==> config.mk <==
export PLATFORM = sky130hd
export DESIGN_NAME = local_minimum_3x3_detector_flat
export DESIGN_NICKNAME = d
export VERILOG_FILES = /design/src/rtl/core/lmd_pkg.sv /design/src/rtl/core/lmd_if.sv /design/src/rtl/core/lmd_ram.sv /design/src/rtl/core/lmd_window.sv /design/src/rtl/core/lmd_emit.sv /design/src/rtl/core/local_minimum_3x3_detector.sv /design/src/flat_wrapper.sv
export VERILOG_INCLUDE_DIRS = /design/src /design/src/rtl/core
export SDC_FILE = /design/constraint.sdc
export NUM_CORES = 2
export LEC_CHECK = 0
export BUFFER_PORTS_ARGS = -buffer_cell sky130_fd_sc_hd__buf_2
export CELL_PAD_IN_SITES_DETAIL_PLACEMENT = 0
export CELL_PAD_IN_SITES_GLOBAL_PLACEMENT = 1
export CORE_AREA = 2 2 836 838
export CTS_BUF_LIST = sky130_fd_sc_hd__clkbuf_2
export CTS_CLUSTER_DIAMETER = 150
export DETAILED_ROUTE_END_ITERATION = 8
export DIE_AREA = 0 0 838 840
export HOLD_SLACK_MARGIN = 0.02
export PLACE_DENSITY_LB_ADDON = 0.1
export SLEW_MARGIN = 20
export SYNTH_ARGS = -nofsm -noshare
export SYNTH_HDL_FRONTEND = slang
export SYNTH_HIERARCHICAL = 1
export SYNTH_SLANG_ARGS = --single-unit
==> constraint.sdc <==
create_clock -name clk -period 13.6 [get_ports clk]
set_input_delay 2.72 -clock clk [delete_from_list [all_inputs] [get_ports clk]]
set_output_delay 2.72 -clock clk [all_outputs]
set_load 0.005 [all_outputs]
==> src/rtl/core/local_minimum_3x3_detector_assert.svh <==
// Assertion macros for the 3x3 local minimum detector.
`ifndef LOCAL_MINIMUM_3X3_DETECTOR_ASSERT_SVH
`define LOCAL_MINIMUM_3X3_DETECTOR_ASSERT_SVH

// Condition in a cycle implies a consequence in the same cycle.
`define LMD_ASSERT_NOW(label, ck, rstn, ante, cons, msg) \
	label: assert property (@(posedge ck) disable iff (!rstn) (ante) |-> (cons)) \
		else $error(msg);

// Condition in a cycle implies a consequence in the next cycle.
`define LMD_ASSERT_NEXT(label, ck, rstn, ante, cons, msg) \
	label: assert property (@(posedge ck) disable iff (!rstn) (ante) |=> (cons)) \
		else $error(msg);

`endif

==> src/rtl/core/lmd_pkg.sv <==
// Shared types and constants of the 3x3 local minimum detector.
package lmd_pkg;

	// Fixed field widths and the reset side length
	localparam int COORD_W    = 8;
	localparam int SIDE_W     = 9;
	localparam int SIDE_RESET = 16;

	// Which rows and columns of the window a decision job covers
	typedef struct packed {
		logic row_lo;	// row r-1 is decided
		logic row_hi;	// row r is decided (last row)
		logic col_lo;	// column c-1 is decided
		logic col_hi;	// column c is decided (last column)
	} lmd_flags_t;

endpackage

==> src/rtl/core/lmd_if.sv <==
// Valid/ready stream interfaces for pixel items and decision items.
interface lmd_pix_if #(
	parameter int PIXEL_WIDTH = 8
);
	logic                   valid;
	logic                   ready;
	logic [PIXEL_WIDTH-1:0] pixel_value;

	modport source (output valid, output pixel_value, input ready);
	modport sink   (input valid, input pixel_value, output ready);
endinterface

interface lmd_res_if import lmd_pkg::*; #(
	parameter int PIXEL_WIDTH = 8
);
	logic                   valid;
	logic                   ready;
	logic [COORD_W-1:0]     center_row;
	logic [COORD_W-1:0]     center_col;
	logic [PIXEL_WIDTH-1:0] center_value;
	logic                   is_minimum;
	logic                   last_of_run;

	modport source (output valid, output center_row, output center_col,
		output center_value, output is_minimum, output last_of_run, input ready);
	modport sink   (input valid, input center_row, input center_col,
		input center_value, input is_minimum, input last_of_run, output ready);
endinterface

==> src/rtl/core/lmd_ram.sv <==
// Generic simple dual-port RAM, one write and one registered read port.
module lmd_ram #(
	parameter int WIDTH = 16,
	parameter int DEPTH = 256,
	localparam int AW = $clog2(DEPTH)
) (
	input  logic             clk,
	input  logic             rd_en,
	input  logic [AW-1:0]    rd_addr,
	output logic [WIDTH-1:0] rd_data,
	input  logic             wr_en,
	input  logic [AW-1:0]    wr_addr,
	input  logic [WIDTH-1:0] wr_data
);

	logic [WIDTH-1:0] mem [DEPTH];

	// Read returns the old contents on a same-address write
	always_ff @(posedge clk) begin
		if (rd_en) begin
			rd_data <= mem[rd_addr];
		end
		if (wr_en) begin
			mem[wr_addr] <= wr_data;
		end
	end

endmodule

==> src/rtl/core/lmd_window.sv <==
// Raster counters, line store read-modify-write and the 3x3 window registers.
module lmd_window import lmd_pkg::*; #(
	parameter int MAX_SIDE = 256,
	parameter int PIXEL_WIDTH = 8,
	localparam int CW = $clog2(MAX_SIDE)
) (
	input  logic                   clk,
	input  logic                   arst_n,
	input  logic                   cfg_we,
	input  logic [SIDE_W-1:0]      cfg_wdata,
	lmd_pix_if.sink                pixels,
	output logic                   job_valid,
	input  logic                   job_ready,
	output logic [PIXEL_WIDTH-1:0] job_win [9],
	output logic [CW-1:0]          job_row,
	output logic [CW-1:0]          job_col,
	output lmd_flags_t             job_flags
);

	localparam int PW = PIXEL_WIDTH;
	localparam int RST_SIDE = (SIDE_RESET > MAX_SIDE) ? MAX_SIDE : SIDE_RESET;

	logic [CW-1:0] row_q, col_q, last_q;
	logic [CW:0]   eff_side;
	logic          accept;

	logic          s1_valid, fresh_s1, fwd_s1, s1_fire, nonempty;
	logic [PW-1:0] p_s1;
	logic [CW-1:0] row_s1, col_s1;
	logic [2*PW-1:0] fwd_data_s1, hold_q, ram_rdata, line_now, line_s1;
	logic [PW-1:0] upper, middle;
	logic [PW-1:0] win_q [9];
	logic [PW-1:0] win_next [9];
	lmd_flags_t    flags;

	assign accept = pixels.valid && pixels.ready;

	// Side length: zero means one, above the store depth saturates
	always_comb begin
		if (cfg_wdata == '0) begin
			eff_side = (CW+1)'(1);
		end else if (32'(cfg_wdata) > MAX_SIDE) begin
			eff_side = (CW+1)'(MAX_SIDE);
		end else begin
			eff_side = (CW+1)'(cfg_wdata);
		end
	end

	// Raster position of the next item
	always_ff @(posedge clk or negedge arst_n) begin
		if (!arst_n) begin
			row_q  <= '0;
			col_q  <= '0;
			last_q <= CW'(RST_SIDE - 1);
		end else if (cfg_we) begin
			row_q  <= '0;
			col_q  <= '0;
			last_q <= CW'(eff_side - 1'b1);
		end else if (accept) begin
			if (col_q == last_q) begin
				col_q <= '0;
				row_q <= (row_q == last_q) ? '0 : row_q + 1'b1;
			end else begin
				col_q <= col_q + 1'b1;
			end
		end
	end

	// One entry per column: {row two above, row just above}
	lmd_ram #(
		.WIDTH (2*PW),
		.DEPTH (MAX_SIDE)
	) u_line_ram (
		.clk     (clk),
		.rd_en   (accept),
		.rd_addr (col_q),
		.rd_data (ram_rdata),
		.wr_en   (s1_fire),
		.wr_addr (col_s1),
		.wr_data ({middle, p_s1})
	);

	// Line data for the item in s1: forwarded, fresh from RAM, or held
	assign line_now = fwd_s1 ? fwd_data_s1 : ram_rdata;
	assign line_s1  = fresh_s1 ? line_now : hold_q;
	assign upper    = line_s1[2*PW-1:PW];
	assign middle   = line_s1[PW-1:0];

	// Decided rows and columns for this position
	assign flags.row_lo = (row_s1 != '0);
	assign flags.row_hi = (row_s1 == last_q);
	assign flags.col_lo = (col_s1 != '0);
	assign flags.col_hi = (col_s1 == last_q);
	assign nonempty = (flags.row_lo || flags.row_hi) && (flags.col_lo || flags.col_hi);

	assign s1_fire      = s1_valid && (!nonempty || job_ready);
	assign pixels.ready = !s1_valid || s1_fire;

	// Window after shifting in the new column
	always_comb begin
		for (int a = 0; a < 3; a++) begin
			win_next[a*3]     = win_q[a*3+1];
			win_next[a*3 + 1] = win_q[a*3+2];
		end
		win_next[2] = upper;
		win_next[5] = middle;
		win_next[8] = p_s1;
	end

	assign job_valid = s1_valid && nonempty;
	assign job_win   = win_next;
	assign job_row   = row_s1;
	assign job_col   = col_s1;
	assign job_flags = flags;

	// s1 control and window state
	always_ff @(posedge clk or negedge arst_n) begin
		if (!arst_n) begin
			s1_valid <= 1'b0;
			fresh_s1 <= 1'b0;
			fwd_s1   <= 1'b0;
			for (int k = 0; k < 9; k++) begin
				win_q[k] <= '0;
			end
		end else begin
			if (accept) begin
				s1_valid <= 1'b1;
				fresh_s1 <= 1'b1;
				fwd_s1   <= s1_fire && (col_s1 == col_q);
			end else begin
				fresh_s1 <= 1'b0;
				if (s1_fire) begin
					s1_valid <= 1'b0;
				end
			end
			if (s1_fire) begin
				win_q <= win_next;
			end
		end
	end

	// s1 payload
	always_ff @(posedge clk) begin
		if (accept) begin
			p_s1        <= pixels.pixel_value;
			row_s1      <= row_q;
			col_s1      <= col_q;
			fwd_data_s1 <= {middle, p_s1};
		end
		if (fresh_s1) begin
			hold_q <= line_now;
		end
	end

endmodule

==> src/rtl/core/lmd_emit.sv <==
// Decision job register and sequencer that emits up to four results per job.
module lmd_emit import lmd_pkg::*; #(
	parameter int MAX_SIDE = 256,
	parameter int PIXEL_WIDTH = 8,
	localparam int CW = $clog2(MAX_SIDE)
) (
	input  logic                   clk,
	input  logic                   arst_n,
	input  logic                   job_valid,
	output logic                   job_ready,
	input  logic [PIXEL_WIDTH-1:0] job_win [9],
	input  logic [CW-1:0]          job_row,
	input  logic [CW-1:0]          job_col,
	input  lmd_flags_t             job_flags,
	lmd_res_if.source              results
);

	localparam int PW = PIXEL_WIDTH;

	logic          busy_q, x_q, y_q;
	logic [PW-1:0] win_q [9];
	logic [CW-1:0] row_q, col_q;
	lmd_flags_t    flags_q;

	logic          a_hi, b_hi, last_x, last_y, emit;
	logic [CW-1:0] cur_i, cur_j;
	logic          up_ok, dn_ok, lf_ok, rt_ok, is_min;
	logic [3:0]    cidx;
	logic [PW-1:0] center;

	logic               out_valid_q, out_min_q, out_last_q;
	logic [COORD_W-1:0] out_row_q, out_col_q;
	logic [PW-1:0]      out_val_q;

	// Current window row/column: low position first when present
	assign a_hi   = !(!x_q && flags_q.row_lo);
	assign b_hi   = !(!y_q && flags_q.col_lo);
	assign last_x = x_q || !(flags_q.row_lo && flags_q.row_hi);
	assign last_y = y_q || !(flags_q.col_lo && flags_q.col_hi);
	assign cur_i  = a_hi ? row_q : row_q - 1'b1;
	assign cur_j  = b_hi ? col_q : col_q - 1'b1;

	// Neighbor existence: below/right exist only for the inner position
	assign up_ok = (cur_i != '0);
	assign dn_ok = !a_hi;
	assign lf_ok = (cur_j != '0);
	assign rt_ok = !b_hi;

	assign cidx   = (a_hi ? 4'd6 : 4'd3) + (b_hi ? 4'd2 : 4'd1);
	assign center = win_q[cidx];

	// Strictly-less compare against every existing neighbor
	always_comb begin
		logic       ok;
		logic [3:0] nidx;
		is_min = 1'b1;
		for (int da = -1; da <= 1; da++) begin
			for (int db = -1; db <= 1; db++) begin
				ok = !(da == 0 && db == 0);
				if (da == -1) ok = ok && up_ok;
				if (da == 1)  ok = ok && dn_ok;
				if (db == -1) ok = ok && lf_ok;
				if (db == 1)  ok = ok && rt_ok;
				nidx = 4'(32'(cidx) + da*3 + db);
				if (ok) begin
					if (!(center < win_q[nidx])) begin
						is_min = 1'b0;
					end
				end
			end
		end
	end

	assign emit      = busy_q && (!out_valid_q || results.ready);
	assign job_ready = !busy_q || (emit && last_x && last_y);

	// Job sequencing and output register control
	always_ff @(posedge clk or negedge arst_n) begin
		if (!arst_n) begin
			busy_q      <= 1'b0;
			x_q         <= 1'b0;
			y_q         <= 1'b0;
			out_valid_q <= 1'b0;
		end else begin
			if (job_valid && job_ready) begin
				busy_q <= 1'b1;
				x_q    <= 1'b0;
				y_q    <= 1'b0;
			end else if (emit) begin
				if (last_x && last_y) begin
					busy_q <= 1'b0;
				end else if (last_y) begin
					y_q <= 1'b0;
					x_q <= 1'b1;
				end else begin
					y_q <= 1'b1;
				end
			end
			if (emit) begin
				out_valid_q <= 1'b1;
			end else if (results.ready) begin
				out_valid_q <= 1'b0;
			end
		end
	end

	// Job and result payload
	always_ff @(posedge clk) begin
		if (job_valid && job_ready) begin
			win_q   <= job_win;
			row_q   <= job_row;
			col_q   <= job_col;
			flags_q <= job_flags;
		end
		if (emit) begin
			out_row_q  <= COORD_W'(cur_i);
			out_col_q  <= COORD_W'(cur_j);
			out_val_q  <= center;
			out_min_q  <= is_min;
			out_last_q <= last_x && last_y;
		end
	end

	assign results.valid        = out_valid_q;
	assign results.center_row   = out_row_q;
	assign results.center_col   = out_col_q;
	assign results.center_value = out_val_q;
	assign results.is_minimum   = out_min_q;
	assign results.last_of_run  = out_last_q;

endmodule

==> src/rtl/core/local_minimum_3x3_detector.sv <==
// Top level of the streaming 3x3 local minimum detector.
//
//   channel   role     width                     accepted when
//   pixels    sink     PIXEL_WIDTH               valid && ready
//   results   source   8+8+PIXEL_WIDTH+1+1       valid && ready
//   cfg       write    9 (side length)           cfg_we
//
// Takes one pixel per cycle while results are taken; results leave one per cycle, so an
// item with two results (a row end past row 0, or an item of the last row between column 0
// and the last column) holds off the pixel stream while its results leave, as does the
// frame end (four results). A pixel reaches its first result through the s1 register with
// the line RAM read, the decision job register and the output register.
// Reset clears counters, control and window registers; the line RAM needs no clearing pass.
// A write to cfg restarts the frame at row 0, column 0.
`include "local_minimum_3x3_detector_assert.svh"

module local_minimum_3x3_detector import lmd_pkg::*; #(
	parameter int MAX_SIDE = 256,
	parameter int PIXEL_WIDTH = 8
) (
	input  logic              clk,
	input  logic              arst_n,
	input  logic              cfg_we,
	input  logic [SIDE_W-1:0] cfg_wdata,
	lmd_pix_if.sink           pixels,
	lmd_res_if.source         results
);

	localparam int CW = $clog2(MAX_SIDE);

	logic                   job_valid, job_ready;
	logic [PIXEL_WIDTH-1:0] job_win [9];
	logic [CW-1:0]          job_row, job_col;
	lmd_flags_t             job_flags;

	// Line store and window
	lmd_window #(
		.MAX_SIDE    (MAX_SIDE),
		.PIXEL_WIDTH (PIXEL_WIDTH)
	) u_window (
		.clk       (clk),
		.arst_n    (arst_n),
		.cfg_we    (cfg_we),
		.cfg_wdata (cfg_wdata),
		.pixels    (pixels),
		.job_valid (job_valid),
		.job_ready (job_ready),
		.job_win   (job_win),
		.job_row   (job_row),
		.job_col   (job_col),
		.job_flags (job_flags)
	);

	// Decision sequencer and output register
	lmd_emit #(
		.MAX_SIDE    (MAX_SIDE),
		.PIXEL_WIDTH (PIXEL_WIDTH)
	) u_emit (
		.clk       (clk),
		.arst_n    (arst_n),
		.job_valid (job_valid),
		.job_ready (job_ready),
		.job_win   (job_win),
		.job_row   (job_row),
		.job_col   (job_col),
		.job_flags (job_flags),
		.results   (results)
	);

	// Checks
	`LMD_ASSERT_NOW(a_job_nonempty, clk, arst_n, job_valid, (job_flags.row_lo || job_flags.row_hi) && (job_flags.col_lo || job_flags.col_hi), "decision job without results offered")
	`LMD_ASSERT_NOW(a_corner_diag, clk, arst_n, job_valid && job_flags.row_hi && job_flags.col_hi, job_row == job_col, "frame corner job off the diagonal")
	`LMD_ASSERT_NOW(a_run_holds, clk, arst_n, results.valid && !results.ready && !results.last_of_run, !job_ready, "new job taken while a run is stalled")
	`LMD_ASSERT_NEXT(a_ready_chain, clk, arst_n, pixels.valid && pixels.ready, pixels.ready == (!job_valid || job_ready), "pixel ready not tied to job handoff")

endmodule
==> src/flat_wrapper.sv <==
// flat-port wrapper written by rule: the top's interface ports become plain ports
module local_minimum_3x3_detector_flat import lmd_pkg::*;
#(
	parameter int MAX_SIDE = 256,
	parameter int PIXEL_WIDTH = 8
)
  (clk, arst_n, cfg_we, cfg_wdata, pixels_valid, pixels_pixel_value, pixels_ready, results_valid, results_center_row, results_center_col, results_center_value, results_is_minimum, results_last_of_run, results_ready);
  lmd_pix_if #(.PIXEL_WIDTH(PIXEL_WIDTH)) pixels_i ();
  lmd_res_if #(.PIXEL_WIDTH(PIXEL_WIDTH)) results_i ();
  input  logic clk;
  input  logic arst_n;
  input  logic cfg_we;
  input  logic [SIDE_W-1:0] cfg_wdata;
  input wire logic [$bits(pixels_i.valid)-1:0] pixels_valid;
  input wire logic [$bits(pixels_i.pixel_value)-1:0] pixels_pixel_value;
  output wire logic [$bits(pixels_i.ready)-1:0] pixels_ready;
  output wire logic [$bits(results_i.valid)-1:0] results_valid;
  output wire logic [$bits(results_i.center_row)-1:0] results_center_row;
  output wire logic [$bits(results_i.center_col)-1:0] results_center_col;
  output wire logic [$bits(results_i.center_value)-1:0] results_center_value;
  output wire logic [$bits(results_i.is_minimum)-1:0] results_is_minimum;
  output wire logic [$bits(results_i.last_of_run)-1:0] results_last_of_run;
  input wire logic [$bits(results_i.ready)-1:0] results_ready;
  assign pixels_i.valid = pixels_valid;
  assign pixels_i.pixel_value = pixels_pixel_value;
  assign pixels_ready = pixels_i.ready;
  assign results_valid = results_i.valid;
  assign results_center_row = results_i.center_row;
  assign results_center_col = results_i.center_col;
  assign results_center_value = results_i.center_value;
  assign results_is_minimum = results_i.is_minimum;
  assign results_last_of_run = results_i.last_of_run;
  assign results_i.ready = results_ready;
  local_minimum_3x3_detector #(.MAX_SIDE(MAX_SIDE), .PIXEL_WIDTH(PIXEL_WIDTH)) u_core (.clk(clk), .arst_n(arst_n), .cfg_we(cfg_we), .cfg_wdata(cfg_wdata), .pixels(pixels_i), .results(results_i));
endmodule
==> results.cfg <==
[status]
status = finished clean

[yosys]
synth_top_area_share_pct = 74.1
synth_nets = 8633
ys.flop_type = edfxtp_1
synthesis.area_sq_um = 173000
async_flop_share_pct = 1.81
synth.most_common_cell = edfxtp_1
seq_area_frac_synth_pct = 75.4
avgSynthCellArea_sq_um = 20.3
synth.ff_latch_count = 4365
yosysWarnings = 6
synthTopCellsByCount = edfxtp_1 (4,270), mux4_2 (856), mux2i_1 (590)
syn_inst = 8542
synth.area.top_cells = edfxtp_1 (74%), mux4_2 (11%), mux2i_1 (3.4%)
synth_area_leader_cell = edfxtp_1
synth.distinct_cells = 87
synth_edf_count = 4270

[worst_setup_path]
cp-end-kind = output pin
cp-start-kind = input port
reg2reg_slack_ns = 7.89
crit_fanout = 13
reg2regPathDepth = 17
reg2reg_to = u_core/u_emit/results.is_minimum
startpoint = results_ready
crit_required_ns = 10.88
criticalPathCategory = input port to output pin
crit_end = pixels_ready
reg2reg_from = u_core/u_emit/flags_q[3]
cp.arrival_ns = 4.65

[sta]
setup_viol = 0
slew_headroom_pct = 18.2
tightest_slew_ns = 1.23
fin_skew_ns = 0.314
tns_ns = 0
finalWorstSetupSlack_ns = 6.23
finalCriticalPeriod_ns = 7.37
rsz0062_at_grt = false
drv_slew = 0
final_hold_viol_count = 0
fin_crit_sh_pct = 54.2
hold-worst-slack_ns = 0.405
fmax_mhz = 136

[place]
io_buffer_count = 49
routabilityCongestion = 0.799
dp_hpwl_microns = 374000
place_ws_ns = 6.45

[clock_network]
clk_latency_ns = 2.60
numCtsBuffers = 1274
cts.sinks = 4365
cts.repair.resized = 0
clk_pin_slew_ns = 0.10
clockBufferDepth = 5
cts_root_buf = clkbuf_2
htree_levels = 7
cts_setup_buffers = 0
cts_tree = done

[hold_path]
hold_class = flop to flop
hp-start = u_core/u_window/job_win[22]

[global_routing]
grt_pass1_vias = 96000
grt_max_degree = 124
grt_pass1_wl_microns = 814000
grt_util_all_layers_pct = 16.9
grt_overflow = 0
antenna_found_initial = 88

[floorplanning]
start_util_pct = 24.9
fp.dieArea_sq_um = 704000
coreArea_sq_um = 696000
die_x_microns = 838
io_pins = 50
fp.dieH_microns = 840
placementRows = 307

[finish]
fillCellCount = 69500
synthToLayoutAreaGrowth_pct = 13.5
fin_nets = 9786
drive_gt1_share_pct = 33.7
utilization_pct = 28.2

[drt]
first_iter_violations = 8344
wl_microns = 605000
drc_errors = 0
drt_first_pass_iters = 5
routed_via_density = 4.67
wl_per_cell_microns = 30.5
ant_nets = 0
vias = 92600

[power_and_ir_drop]
p_int_w = 0.0231
powerDensity_nw_per_um2 = 178
power_leakage_nw = 60.3
switchingPower_w = 0.0120
seqPwrFrac_pct = 47.8
swShare_pct = 34.2
vdd_ir_drop_max_mv = 0.192
power.share.clock_pct = 26.8
power_frac_comb_pct = 25.4

[run]
drv.max_cap_violation_count = 0
## per-layer routing
layer,vias to the layer above,wire [microns],GRT usage [%]
met5,-,13,0
met1,49700,262000,22.3
met2,3254,290000,27.4
met3,856,37100,4.05
met4,2,14900,5.63
li1,38900,-,-
## sequential cells by signal, indices dropped and copies added, names as in the netlist, 8 cells and up
register and count:
u_core/u_window/p_s1 8, u_core/u_emit/win_q 72, u_core/u_window/fwd_data_s1 16, u_core/u_emit/results.center_value 8
u_core/u_window/job_col 8, u_core/u_emit/row_q 8, u_core/u_window/u_line_ram/mem 4096, u_core/u_window/job_row 8
u_core/u_window/col_q 8, u_core/u_emit/col_q 8, u_core/u_window/hold_q 16, u_core/u_window/job_win 48
u_core/u_window/u_line_ram/rd_data 16, u_core/u_emit/results.center_row 8, u_core/u_emit/results.center_col 8, u_core/u_window/last_q 8
u_core/u_window/row_q 8
## power by group through the flow
| stage | clock network (W) | logic (W) | registers, W |
|---|---|---|---|
| 2_1_floorplan | 0 | 0.00504 | 0.0177 |
| 3_3_place_gp | 0 | 0.00915 | 0.0171 |
| 3_5_place_dp | 0 | 0.00923 | 0.0171 |
| 4_1_cts | 0.00992 | 0.00925 | 0.0168 |
| 5_1_grt | 0.0106 | 0.00960 | 0.0168 |
| 6_report | 0.00939 | 0.00890 | 0.0168 |
## worst max-delay path, cell delays in order
cell,delay [ns]
dlygate4sd3_1,0.53
buf_2,0.12
nand2b_1,0.17
nand2_1,0.09
nand2_1,0.15
nor2b_1,0.22
and3_4,0.32
inv_2,0.14
buf_2,0.16
## logic make-up (layout without fill, tap and decap cells)
group / count (synthesis) / after routing / share of synthesized area, %
buffers and inverters: 564 / 2547 / 1.84
multiplexers: 1596 / 1596 / 15.5
AND/OR/NAND/NOR: 869 / 869 / 2.34
flip-flops: 4365 / 4365 / 75.4
XOR/XNOR: 58 / 58 / 0.298
other: 0 / 46 / 0
AO/OA/AOI/OAI: 1021 / 1021 / 4.12
adder cells (fa/ha/maj): 69 / 69 / 0.499
## timing repair
item,in CTS,in global routing
endpoints found under the hold margin,38,0
hold buffers,11,0
setup endpoints to repair,0,0
## area by class of cell
| class | instances | area, sq um | share of cell area, % |
|---|---|---|---|
| sequential | 4365 | 131000 | 66.4 |
| clock buffer | 1788 | 8950 | 4.55 |
| antenna | 46 | 115 | 0.0586 |
| multi-input combinational | 3613 | 40400 | 20.6 |
| inverter | 39 | 159 | 0.0808 |
| clock inverter | 318 | 1590 | 0.808 |
| timing repair buffer | 402 | 3200 | 1.63 |
| tap | 9270 | 11600 | 5.90 |
## worst min path at each step
stage                                           end  slack, ns  cells after the start
after CTS                 u_core/u_window/last_q[4]       0.02                      3
after global routing      u_core/u_window/last_q[6]       0.22                      3
after detailed placement    u_core/u_emit/win_q[44]       0.43                      0
after global placement      u_core/u_emit/win_q[44]       0.43                      0
after floorplan             u_core/u_emit/win_q[16]       0.42                      0
final                       u_core/u_emit/win_q[22]       0.40                      0
## through the flow
step           std cells  total power [W]  instance area, sq um
6_report           19800           0.0350                197000
5_1_grt            19800           0.0370                196000
4_1_cts            19800           0.0359                196000
3_5_place_dp       17700           0.0263                186000
3_3_place_gp       17700           0.0262                186000
2_1_floorplan       8542           0.0227                173000
## cells in the final DEF, fill, tap and decap left out, drive strengths merged, types with 84 or more instances in the layout
| master | count |
|---|---|
| nor3 | 116 |
| mux2 | 149 |
| mux2i | 590 |
| mux4 | 857 |
| a21oi | 259 |
| o21ai | 84 |
| clkbuf | 1788 |
| buf | 391 |
| clkinv | 291 |
| edfxtp | 4270 |
| o221ai | 254 |
| nand2 | 137 |
| o22ai | 149 |
| nor2 | 367 |
(Power assumes the default switching activity.)
